`src/rtl/follow_mission_mode_controller_macros.svh`:
```
// ----------------------------------------------------------------------------
// follow mission mode controller assertion macros
// concurrent assertion wrappers, empty when synthesizing
// ----------------------------------------------------------------------------
`ifndef FOLLOW_MISSION_MODE_CONTROLLER_MACROS_SVH
`define FOLLOW_MISSION_MODE_CONTROLLER_MACROS_SVH

`ifndef SYNTHESIS
// checked only out of reset
`define FMMC_ASSERT(label, clk, rst_n, prop) \
    label: assert property (@(posedge clk) disable iff (!rst_n) prop) \
        else $error("fmmc assertion failed");
// checked at every edge, reset included
`define FMMC_ASSERT_ALWAYS(label, clk, prop) \
    label: assert property (@(posedge clk) prop) \
        else $error("fmmc assertion failed");
`else
`define FMMC_ASSERT(label, clk, rst_n, prop)
`define FMMC_ASSERT_ALWAYS(label, clk, prop)
`endif

`endif

```
`src/rtl/fmmc_pkg.sv`:
```
// ----------------------------------------------------------------------------
// fmmc_pkg
// types and codes shared by the follow mission mode controller
// ----------------------------------------------------------------------------
package fmmc_pkg;

    typedef enum logic [1:0] {
        ST_IDLE = 2'd0,
        ST_EXEC = 2'd1,
        ST_DONE = 2'd2,
        ST_QUIT = 2'd3
    } mission_state_t;

    // command codes, codes four to seven carry no command
    localparam logic [2:0] CMD_STOP     = 3'd0;
    localparam logic [2:0] CMD_RUN      = 3'd1;
    localparam logic [2:0] CMD_PAUSE    = 3'd2;
    localparam logic [2:0] CMD_COMPLETE = 3'd3;

    localparam logic [1:0] DRIVE_MANUAL     = 2'd0;
    localparam logic [1:0] DRIVE_AUTONOMOUS = 2'd1;

    localparam logic [1:0] TASK_IDLE   = 2'd0;
    localparam logic [1:0] TASK_RUN    = 2'd1;
    localparam logic [1:0] TASK_PAUSED = 2'd2;
    localparam logic [1:0] TASK_ENDED  = 2'd3;

    localparam int          CountW       = 4;
    localparam logic [3:0]  CountMax     = 4'd15;
    localparam logic [3:0]  ConfirmReset = 4'd3;

    // configuration register map
    localparam int          AddrW             = 3;
    localparam logic [2:0]  ADDR_CONFIRM_FRAMES = 3'd0;

    // km/h conversion: (v * 36 + 5) / 10, divide by reciprocal
    localparam int          SpeedW    = 16;
    localparam int          KmhW      = 18;
    localparam int          ScaledW   = 22;
    localparam int          RecipW    = 23;
    localparam int          RecipSh   = 26;
    localparam logic [22:0] Recip10   = 23'd6710887;

    typedef struct packed {
        logic [15:0] speed_limit_in;
        logic        emergency_stop_in;
        logic [2:0]  command;
        logic [1:0]  drive_mode;
    } fmmc_in_t;

    typedef struct packed {
        logic [17:0] speed_limit_kmh;
        logic        emergency_stop_out;
        logic [1:0]  task_status_out;
        logic [1:0]  mission_phase;
    } fmmc_out_t;

    typedef struct packed {
        logic [1:0] mission_phase;
        logic [1:0] task_status_out;
        logic       emergency_stop_out;
    } fmmc_mode_res_t;

endpackage

```
`src/rtl/fmmc_cfg.sv`:
```
// ----------------------------------------------------------------------------
// fmmc_cfg
// apb register file holding the confirm frame count
// ----------------------------------------------------------------------------
module fmmc_cfg import fmmc_pkg::*; (
    input  logic             aclk,
    input  logic             aresetn,
    input  logic             psel,
    input  logic             penable,
    input  logic             pwrite,
    input  logic [AddrW-1:0] paddr,
    input  logic [31:0]      pwdata,
    output logic [31:0]      prdata,
    output logic             pready,
    output logic [CountW-1:0] confirm_frames
);

    logic [CountW-1:0] confirm_reg;
    logic [CountW-1:0] confirm_next;
    logic              wr_en;

    assign pready = 1'b1;
    assign wr_en  = psel && penable && pwrite && (paddr == ADDR_CONFIRM_FRAMES);

    always_comb begin
        confirm_next = confirm_reg;
        if (wr_en) begin
            confirm_next = pwdata[CountW-1:0];
        end
    end

    always_ff @(posedge aclk) begin
        if (!aresetn) begin
            confirm_reg <= ConfirmReset;
        end else begin
            confirm_reg <= confirm_next;
        end
    end

    always_comb begin
        prdata = '0;
        if (paddr == ADDR_CONFIRM_FRAMES) begin
            prdata = {{(32-CountW){1'b0}}, confirm_reg};
        end
    end

    assign confirm_frames = confirm_reg;

endmodule

```
`src/rtl/fmmc_speed.sv`:
```
// ----------------------------------------------------------------------------
// fmmc_speed
// m/s to km/h conversion of a q8.8 speed limit, rounded half up
// ----------------------------------------------------------------------------
module fmmc_speed import fmmc_pkg::*; (
    input  logic [SpeedW-1:0] speed_limit_in,
    output logic [KmhW-1:0]   speed_limit_kmh
);

    logic [ScaledW-1:0]        scaled;
    logic [ScaledW+RecipW-1:0] prod;

    // v * 36 as two shifted terms, plus the constant 5
    assign scaled = {1'b0, speed_limit_in, 5'b0}
                  + {4'b0, speed_limit_in, 2'b0}
                  + ScaledW'(5);

    // exact floor divide by ten for every 22 bit value
    assign prod = {{RecipW{1'b0}}, scaled} * {{ScaledW{1'b0}}, Recip10};

    assign speed_limit_kmh = prod[RecipSh+KmhW-1:RecipSh];

endmodule

```
`src/rtl/fmmc_mode.sv`:
```
// ----------------------------------------------------------------------------
// fmmc_mode
// mission state machine with quit sequencing and start/pause debounce
// ----------------------------------------------------------------------------
`include "follow_mission_mode_controller_macros.svh"

module fmmc_mode import fmmc_pkg::*; (
    input  logic              aclk,
    input  logic              aresetn,
    input  logic              step,
    input  fmmc_in_t          item,
    input  logic [CountW-1:0] confirm_frames,
    output fmmc_mode_res_t    res
);

    mission_state_t    state_reg,        state_next;
    logic              quit_pending_reg, quit_pending_next;
    logic              prev_auto_reg,    prev_auto_next;
    logic [CountW-1:0] start_count_reg,  start_count_next;
    logic [CountW-1:0] pause_count_reg,  pause_count_next;
    logic              paused_reg,       paused_next;
    logic [CountW-1:0] start_bump;
    logic [CountW-1:0] pause_bump;

    always_ff @(posedge aclk) begin
        if (!aresetn) begin
            state_reg        <= ST_IDLE;
            quit_pending_reg <= 1'b0;
            prev_auto_reg    <= 1'b0;
            start_count_reg  <= '0;
            pause_count_reg  <= '0;
            paused_reg       <= 1'b0;
        end else if (step) begin
            state_reg        <= state_next;
            quit_pending_reg <= quit_pending_next;
            prev_auto_reg    <= prev_auto_next;
            start_count_reg  <= start_count_next;
            pause_count_reg  <= pause_count_next;
            paused_reg       <= paused_next;
        end
    end

    assign start_bump = (start_count_reg == CountMax) ? CountMax : start_count_reg + 1'b1;
    assign pause_bump = (pause_count_reg == CountMax) ? CountMax : pause_count_reg + 1'b1;

    always_comb begin
        state_next        = state_reg;
        quit_pending_next = quit_pending_reg;
        start_count_next  = start_count_reg;
        pause_count_next  = pause_count_reg;
        paused_next       = paused_reg;
        prev_auto_next    = (item.drive_mode == DRIVE_AUTONOMOUS);

        if (quit_pending_reg) begin
            state_next        = ST_IDLE;
            quit_pending_next = 1'b0;
        end else if (prev_auto_reg && (item.drive_mode == DRIVE_MANUAL)) begin
            state_next        = ST_QUIT;
            quit_pending_next = 1'b1;
        end else begin
            unique case (state_reg)
                ST_IDLE: begin
                    start_count_next = '0;
                    pause_count_next = '0;
                    if (item.command == CMD_RUN) begin
                        if (start_bump >= confirm_frames) begin
                            state_next  = ST_EXEC;
                            paused_next = 1'b0;
                        end else begin
                            start_count_next = start_bump;
                        end
                    end else if (item.command == CMD_PAUSE) begin
                        if (pause_bump >= confirm_frames) begin
                            state_next  = ST_EXEC;
                            paused_next = 1'b1;
                        end else begin
                            pause_count_next = pause_bump;
                        end
                    end
                end
                ST_EXEC: begin
                    case (item.command)
                        CMD_STOP:     state_next  = ST_IDLE;
                        CMD_RUN:      paused_next = 1'b0;
                        CMD_PAUSE:    paused_next = 1'b1;
                        CMD_COMPLETE: state_next  = ST_DONE;
                        default:      state_next  = state_reg;
                    endcase
                end
                ST_DONE: begin
                    case (item.command)
                        CMD_STOP: state_next = ST_IDLE;
                        CMD_RUN:  state_next = ST_EXEC;
                        default:  state_next = state_reg;
                    endcase
                end
                ST_QUIT: begin
                    state_next = state_reg;
                end
                default: begin
                    state_next = state_reg;
                end
            endcase
        end

        // result follows the updated state
        res.mission_phase = state_next;
        unique case (state_next)
            ST_DONE: begin
                res.task_status_out    = TASK_ENDED;
                res.emergency_stop_out = 1'b1;
            end
            ST_EXEC: begin
                res.task_status_out    = paused_next ? TASK_PAUSED : TASK_RUN;
                res.emergency_stop_out = item.emergency_stop_in;
            end
            ST_QUIT: begin
                res.task_status_out    = TASK_ENDED;
                res.emergency_stop_out = 1'b0;
            end
            default: begin
                res.task_status_out    = TASK_IDLE;
                res.emergency_stop_out = 1'b0;
            end
        endcase
    end

    `FMMC_ASSERT(a_quit_matches_pending, aclk, aresetn, (state_reg == ST_QUIT) == quit_pending_reg)
    `FMMC_ASSERT(a_counts_exclusive, aclk, aresetn, (start_count_reg == '0) || (pause_count_reg == '0))
    `FMMC_ASSERT(a_quit_releases, aclk, aresetn, step && quit_pending_reg |=> (state_reg == ST_IDLE) && !quit_pending_reg)

endmodule

```
`src/rtl/follow_mission_mode_controller.sv`:
```
// an accepted item passes the input register, then the result register, to m_tvalid
// throughput: one item per cycle, sustained while m_tready stays high
// the input register holds its item while the result register waits on m_tready
// reset: aresetn synchronous active low; mission idle, counters and flags zero,
// confirm_frames back to 3, both pipeline stages empty
// ----------------------------------------------------------------------------
// follow_mission_mode_controller
// follow mission mode control with quit sequencing and speed conversion
// ----------------------------------------------------------------------------
`include "follow_mission_mode_controller_macros.svh"

module follow_mission_mode_controller import fmmc_pkg::*; (
    input  logic             aclk,
    input  logic             aresetn,
    // apb configuration
    input  logic             psel,
    input  logic             penable,
    input  logic             pwrite,
    input  logic [AddrW-1:0] paddr,
    input  logic [31:0]      pwdata,
    output logic [31:0]      prdata,
    output logic             pready,
    // input item
    input  logic             s_tvalid,
    output logic             s_tready,
    // drive_mode[1:0], command[4:2], emergency_stop_in[5], speed_limit_in[21:6]
    input  logic [23:0]      s_tdata,
    // result item
    output logic             m_tvalid,
    input  logic             m_tready,
    // mission_phase[1:0], task_status_out[3:2], emergency_stop_out[4],
    // speed_limit_kmh[22:5]
    output logic [23:0]      m_tdata
);

    logic              in_valid_reg,  in_valid_next;
    fmmc_in_t          in_item_reg,   in_item_next;
    logic              out_valid_reg, out_valid_next;
    fmmc_out_t         out_item_reg,  out_item_next;
    logic              advance;
    logic              in_fire;
    logic [CountW-1:0] confirm_frames;
    fmmc_mode_res_t    mode_res;
    logic [KmhW-1:0]   kmh;

    fmmc_cfg u_cfg (
        .aclk           (aclk),
        .aresetn        (aresetn),
        .psel           (psel),
        .penable        (penable),
        .pwrite         (pwrite),
        .paddr          (paddr),
        .pwdata         (pwdata),
        .prdata         (prdata),
        .pready         (pready),
        .confirm_frames (confirm_frames)
    );

    fmmc_mode u_mode (
        .aclk           (aclk),
        .aresetn        (aresetn),
        .step           (advance),
        .item           (in_item_reg),
        .confirm_frames (confirm_frames),
        .res            (mode_res)
    );

    fmmc_speed u_speed (
        .speed_limit_in  (in_item_reg.speed_limit_in),
        .speed_limit_kmh (kmh)
    );

    assign advance  = in_valid_reg && (!out_valid_reg || m_tready);
    assign s_tready = !in_valid_reg || advance;
    assign in_fire  = s_tvalid && s_tready;

    always_comb begin
        in_valid_next = in_valid_reg;
        in_item_next  = in_item_reg;
        if (in_fire) begin
            in_valid_next = 1'b1;
            in_item_next  = s_tdata[$bits(fmmc_in_t)-1:0];
        end else if (advance) begin
            in_valid_next = 1'b0;
        end

        out_valid_next = out_valid_reg;
        out_item_next  = out_item_reg;
        if (advance) begin
            out_valid_next                   = 1'b1;
            out_item_next.mission_phase      = mode_res.mission_phase;
            out_item_next.task_status_out    = mode_res.task_status_out;
            out_item_next.emergency_stop_out = mode_res.emergency_stop_out;
            out_item_next.speed_limit_kmh    = kmh;
        end else if (m_tready) begin
            out_valid_next = 1'b0;
        end
    end

    always_ff @(posedge aclk) begin
        if (!aresetn) begin
            in_valid_reg  <= 1'b0;
            out_valid_reg <= 1'b0;
        end else begin
            in_valid_reg  <= in_valid_next;
            out_valid_reg <= out_valid_next;
        end
    end

    always_ff @(posedge aclk) begin
        in_item_reg  <= in_item_next;
        out_item_reg <= out_item_next;
    end

    assign m_tvalid = out_valid_reg;
    assign m_tdata  = {{(24-$bits(fmmc_out_t)){1'b0}}, out_item_reg};

    `FMMC_ASSERT_ALWAYS(a_reset_empties, aclk, !aresetn |=> !out_valid_reg && !in_valid_reg)
    `FMMC_ASSERT(a_empty_out_fills, aclk, aresetn, in_valid_reg && !out_valid_reg |=> out_valid_reg)
    `FMMC_ASSERT(a_ready_when_drained, aclk, aresetn, !out_valid_reg |-> s_tready)

endmodule
```
`config.mk`:
```
export PLATFORM = sky130hd
export DESIGN_NAME = follow_mission_mode_controller
export DESIGN_NICKNAME = d
export VERILOG_FILES = /design/src/rtl/fmmc_pkg.sv /design/src/rtl/fmmc_cfg.sv /design/src/rtl/fmmc_speed.sv /design/src/rtl/fmmc_mode.sv /design/src/rtl/follow_mission_mode_controller.sv
export VERILOG_INCLUDE_DIRS = /design/src /design/src/rtl
export SDC_FILE = /design/constraint.sdc
export NUM_CORES = 1
export LEC_CHECK = 0
export BUFFER_PORTS_ARGS = -buffer_cell sky130_fd_sc_hd__buf_4
export CORE_ASPECT_RATIO = 2
export CORE_MARGIN = 4
export CORE_UTILIZATION = 50
export CTS_CLUSTER_SIZE = 24
export DETAILED_ROUTE_END_ITERATION = 6
export PLACE_DENSITY = 0.73
export SYNTH_ARGS = -nofsm -noshare
export SYNTH_HDL_FRONTEND = slang
export SYNTH_SLANG_ARGS = --single-unit
```
`constraint.sdc`:
```
create_clock -name aclk -period 7.8 [get_ports aclk]
set_clock_uncertainty 0.15 [all_clocks]
set_input_delay 1.56 -clock aclk [delete_from_list [all_inputs] [get_ports aclk]]
set_output_delay 1.56 -clock aclk [all_outputs]
set_load 0.01 [all_outputs]
```
==> results of run 1 <==
[layout by cell type (no fill, tap or decap), types with 4 or more instances in the layout]
| master | count |
|---|---|
| xor2_1 | 12 |
| nand2_1 | 27 |
| nor3_1 | 16 |
| o211ai_1 | 8 |
| xnor2_1 | 21 |
| ha_1 | 193 |
| o21ai_2 | 5 |
| a21oi_2 | 7 |
| ha_4 | 6 |
| a21oi_1 | 41 |
| edfxtp_1 | 45 |
| inv_1 | 231 |
| conb_1 | 30 |
| fa_1 | 125 |
| o21a_1 | 5 |
| o21bai_1 | 5 |
| nand2b_1 | 8 |
| dfxtp_1 | 19 |
| nand4_1 | 10 |
| o21ai_0 | 12 |
| inv_2 | 6 |
| and2_1 | 10 |
| clkbuf_16 | 9 |
| o21ai_1 | 6 |
| a21o_1 | 15 |
| nor2_1 | 34 |
| and3_1 | 6 |
| or3_1 | 4 |
| buf_4 | 189 |
| nor2b_1 | 4 |
| nand3_1 | 11 |
| fa_2 | 6 |
| mux2i_1 | 4 |
[worst min-delay path, cell delays in order, from the launching register on]
cell and delay, ns:
dfxtp_1 0.33, nand2_1 0.06, a21oi_1 0.05
[final cells by class]
type / count / area, um2
Timing Repair Buffer: 192 / 1450
Clock inverter: 7 / 103
Multi-Input combinational cell: 689 / 7550
Sequential cell: 64 / 1730
Inverter: 237 / 890
Tap cell: 262 / 328
Fill cell: 1586 / 7540
Clock buffer: 9 / 225
[per-layer routing]
metal	track usage (%)	wire length [um]	share of wire [%]	vias to the layer above
met5	0	0	0	-
met4	14.4	1660	7.1	0
met3	3.06	648	2.8	78
met2	43.3	13700	59	163
met1	20.4	7350	31	3620
li1	-	-	-	3585
[cells by family (layout without fill, tap and decap cells)]
| kind of cell | after synthesis | in the layout | synth area share [%] |
|---|---|---|---|
| flops | 64 | 64 | 17.2 |
| buf+inv | 275 | 445 | 11.5 |
| fa+ha+maj | 331 | 331 | 50.9 |
| mux | 5 | 5 | 0.510 |
| other cells | 2 | 30 | 0.0747 |
| compound gates | 138 | 138 | 9.23 |
| simple gates | 149 | 149 | 7.44 |
| xor+xnor | 36 | 36 | 3.13 |
[final timing paths]
check                                          startpoint                         to  cells past startpoint  slack, ns
worst max-delay path                       in_item_reg[9]                m_tdata[18]                     28      -0.12
worst min-delay path            u_mode.start_count_reg[1]  u_mode.start_count_reg[1]                      2       0.33
worst max register to register             in_item_reg[9]                m_tdata[18]                     28      -0.12
worst min register to register  u_mode.start_count_reg[1]  u_mode.start_count_reg[1]                      2       0.33
[metrics by stage]
step,worst slack (ns),setup TNS (ns),std cells,hold WS (ns)
3_3_place_gp,-0.320,-3.01,1429,0.311
5_1_grt,-0.460,-5.32,1460,0.351
3_5_place_dp,-0.473,-5.13,1429,0.323
4_1_cts,-0.251,-1.62,1453,0.331
2_1_floorplan,0.0638,0,1028,0.295
6_report,-0.125,-0.428,1460,0.334
[repair_timing]
action | 4_1_cts | 5_1_grt
pin swaps | 58 | 38
gates resized for setup | 40 | 21
setup endpoints to repair | 18 | 18
hold buffers | 0 | 0
buffers inserted | 9 | 7
==> impl_metrics.env, run 1 <==
export IMPL_status="finished with violations"
export IMPL_violations="setup timing"
export IMPL_drv_slew=0
export IMPL_hold_class="flop to flop"
export IMPL_avgSynthCellArea_um2=10.1
export IMPL_syn_area_um2=10100
export IMPL_path_delay_family="adder cells"
export IMPL_drive_above_1_share_pct=22.9
export IMPL_path_buf_inv=6
export IMPL_rows=73
export IMPL_end_kind="flop"
export IMPL_dpl_cell_area_um2=11600
export IMPL_first_pass_iters=6
export IMPL_fmax_mhz=126
export IMPL_synthDistinctLibCells=61
export IMPL_port_buffer_count=64
export IMPL_ant_nets=0
export IMPL_final_core_util_pct=61.9
export IMPL_ios=125
export IMPL_dp_hpwl_um=19800
export IMPL_grt_use_total_pct=22.2
export IMPL_cts_sinks=64
export IMPL_wl_per_cell_um=16.0
export IMPL_die_w_um=108
export IMPL_fin_crit_sh_pct=102
export IMPL_die_area_um2=22600
export IMPL_antenna_found_initial=0
export IMPL_synthCells=1000
export IMPL_synth_async_reset_ratio_pct=0
export IMPL_final_nets=1590
export IMPL_synth_area_top_cells="fa_1 (26%), ha_1 (25%), edfxtp_1 (13%)"
export IMPL_core_area_um2=19800
export IMPL_grt_pass1_vias=8317
export IMPL_vias=7446
export IMPL_ys_seq_area_share_pct=17.2
export IMPL_drc=0
export IMPL_fin_area_um2=12300
export IMPL_drt_total_wl_um=23300
export IMPL_setup_violations=7
export IMPL_synth_top_area_share_pct=26.1
export IMPL_synth_edf_count=45
export IMPL_synth_ff_type="edfxtp_1"
export IMPL_fin_crit_ns=7.92
export IMPL_largest_reg_flops=23
export IMPL_worst_slack_ns=-0.125
export IMPL_start_util_pct=50.8
export IMPL_arrival_ns=7.86
export IMPL_cts_clk_slew_worst_paths_ns=0.06
export IMPL_crit_type="flop to flop"
export IMPL_drt_iter0_markers=149
export IMPL_relSlewSlack_pct=22.0
export IMPL_crit_path_max_incr_delay_ns=0.58
export IMPL_h_tree_depth=3
export IMPL_crit_path_start_kind="flop"
export IMPL_cts_root_buf="clkbuf_16"
export IMPL_maxCapViolations=0
export IMPL_clock_path_buffers=2
export IMPL_grt_max_degree=24
export IMPL_fp_dieH_um=209
export IMPL_grt_pass1_wl_um=38800
export IMPL_area_delta_synth_final_pct=22.0
export IMPL_ys_ff_latch=64
export IMPL_cpMostUsedCell="fa_1"
export IMPL_netlist_top_cells_count="inv_1 (236), ha_1 (200), fa_1 (131)"
export IMPL_diodes=0
export IMPL_clk_latency_ns=0.36
export IMPL_cts_buffers=9
export IMPL_post_drt_via_cell_ratio=5.10
export IMPL_timing_final_hold_violations=0
export IMPL_rsz0062_at_grt="yes"
export IMPL_place_gp_congestion=0.915
export IMPL_worstMarginPinSlew_ns=1.17
export IMPL_crit_required_ns=7.73
export IMPL_yosys_warnings=0
export IMPL_grt_ovfl_total=0
export IMPL_cp_slowest_cell="fa_1"
export IMPL_synth_largest_area_cell="fa_1"
export IMPL_critPathMaxFanout=6
export IMPL_yosysMostFrequentCell="inv_1"
export IMPL_cts_tree="built"
Power of run 1 is left out: the tool's default activity adds up to more than one toggle a clock period on the data nets, which glitch-free logic cannot reach.
==> run 2: changes to the inputs <==
- CORE_MARGIN: 4 -> default
- PLACE_DENSITY: 0.73 -> 0.7
- clock period: 7.8 -> 7.6 ns (I/O delays scaled with it)
==> run 2 against run 1 <==
The flow still finishes with violations (setup timing). Flip-flop and latch count unchanged. Clock-buffer cell count did not move. Register-to-register slack got worse by 0.17 ns. Final area increased by 0.78%. Via count is 1.1% higher. Worst hold slack got worse by 0.0020 ns.
==> impl_metrics.env, run 2 (synthesis gave the netlist of run 1 again) <==
export IMPL_setup_violations=17
export IMPL_cts_sinks=64
export IMPL_first_pass_iters=4
export IMPL_arrival_ns=7.85
export IMPL_rows=73
export IMPL_fin_crit_ns=7.89
export IMPL_largest_reg_flops=23
export IMPL_layout_common_cells="inv_1 (231), buf_4 (201), ha_1 (195), fa_1 (125), edfxtp_1 (45)"
export IMPL_relSlewSlack_pct=26.4
export IMPL_drt_total_wl_um=22700
export IMPL_cts_tree="built"
export IMPL_area_delta_synth_final_pct=23.0
export IMPL_grt_max_degree=24
export IMPL_regArea_um2=1730
export IMPL_crit_path_max_incr_delay_ns=0.57
export IMPL_rsz0062_at_grt="yes"
export IMPL_clk_latency_ns=0.36
export IMPL_fin_cells=1473
export IMPL_grt_use_total_pct=23.7
export IMPL_cpMostUsedCell="fa_1"
export IMPL_drive_above_1_share_pct=24.0
export IMPL_ios=125
export IMPL_post_drt_via_cell_ratio=5.11
export IMPL_grt_pass1_vias=8024
export IMPL_diodes=0
export IMPL_crit_required_ns=7.56
export IMPL_h_tree_depth=3
export IMPL_antenna_found_initial=0
export IMPL_fp_dieH_um=203
export IMPL_cts_root_buf="clkbuf_16"
export IMPL_final_core_util_pct=62.4
export IMPL_multi_input_area_um2=7560
export IMPL_hold_depth=2
export IMPL_fin_crit_sh_pct=104
export IMPL_grt_ovfl_total=0
export IMPL_fmax_mhz=127
export IMPL_cts_buffers=9
export IMPL_critPathMaxFanout=3
export IMPL_rr_worst_depth=31
export IMPL_final_nets=1603
export IMPL_final_common_cell="inv_1"
export IMPL_status="finished with violations"
export IMPL_vias=7531
export IMPL_cp_slowest_cell="fa_1"
export IMPL_drv_slew=0
export IMPL_crit_path_start_kind="flop"
export IMPL_place_gp_congestion=0.918
export IMPL_dp_hpwl_um=19700
export IMPL_timing_final_hold_violations=0
export IMPL_clock_path_buffers=2
export IMPL_worst_slack_ns=-0.290
export IMPL_die_w_um=102
export IMPL_port_buffer_count=64
export IMPL_fillers=1688
export IMPL_place_inst=1446
export IMPL_core_area_um2=19800
export IMPL_drt_iter0_markers=211
export IMPL_violations="setup timing"
export IMPL_worstMarginPinSlew_ns=1.10
export IMPL_grt_pass1_wl_um=36600
export IMPL_cts_clk_slew_worst_paths_ns=0.06
export IMPL_crit_type="flop to flop"
export IMPL_maxCapViolations=0
export IMPL_end_kind="flop"
export IMPL_drc=0
export IMPL_hold_class="flop to flop"
export IMPL_fin_setup_tns_ns=-3.46
export IMPL_wl_per_cell_um=15.4
export IMPL_die_area_um2=20700
export IMPL_hold_slack_ns=0.332
export IMPL_ant_nets=0
export IMPL_ctsHoldBuffers=0
export IMPL_start_util_pct=50.8
export IMPL_reg2reg_setup_slack_ns=-0.29
## run 2: cell count changes in the layout (fill, tap and decap cells not counted), moves of 2 or more
cell / before / now
ha_1: 193 / 195
ha_4: 6 / 4
o21ai_2: 5 / 7
a21oi_2: 7 / 9
xor2_1: 12 / 10
xor2_2: 0 / 2
o21ai_1: 6 / 3
buf_4: 189 / 201
## run 2: final timing paths
check | start | endpoint
max | in_item_reg[9] | m_tdata[8]
min | u_mode.start_count_reg[3] | u_mode.start_count_reg[3]
max reg2reg | in_item_reg[9] | m_tdata[8]
min reg2reg | u_mode.start_count_reg[3] | u_mode.start_count_reg[3]
## run 2: through the flow
step | setup slack, ns | cell area, um2
final | -0.290 | 12400
after CTS | -0.274 | 12300
after detailed placement | -0.566 | 11800
after floorplan | 0.00225 | 10300
after global placement | -0.466 | 11800
after global routing | -0.588 | 12400
## run 2: repair_timing
action | 4_1_cts | 5_1_grt
endpoints found under the hold margin | 0 | 0
resized for setup | 40 | 7
endpoints found under the setup margin | 18 | 18
pin swaps | 31 | 13
setup buffers | 10 | 1
## run 2: layout make-up
type                    count  area share (%)
clock buffers               9            1.82
clock inverters             7           0.647
inverters                 237            7.19
multi-input cells         689            61.1
flip-flops and latches     64            14.0
well taps                 262            2.65
repair buffers            205            12.6
## run 2: metal layers
layer / vias up / GRT usage (%) / share of wire [%]
li1: 3621 / - / -
met1: 3719 / 21.2 / 33
met2: 132 / 46.9 / 59
met3: 59 / 3.06 / 2.0
met4: 0 / 15.0 / 6.2
met5: - / 0 / 0
## run 2: critical path, delay by kind of cell (launching register included)
family | cells | cell delay (ns)
simple gates | 4 | 0.40
buf+inv | 7 | 0.58
fa+ha+maj | 9 | 4.00
xor+xnor | 1 | 0.12
flops | 1 | 0.45
compound gates | 10 | 1.94
Power of run 2 is left out for the same reason.
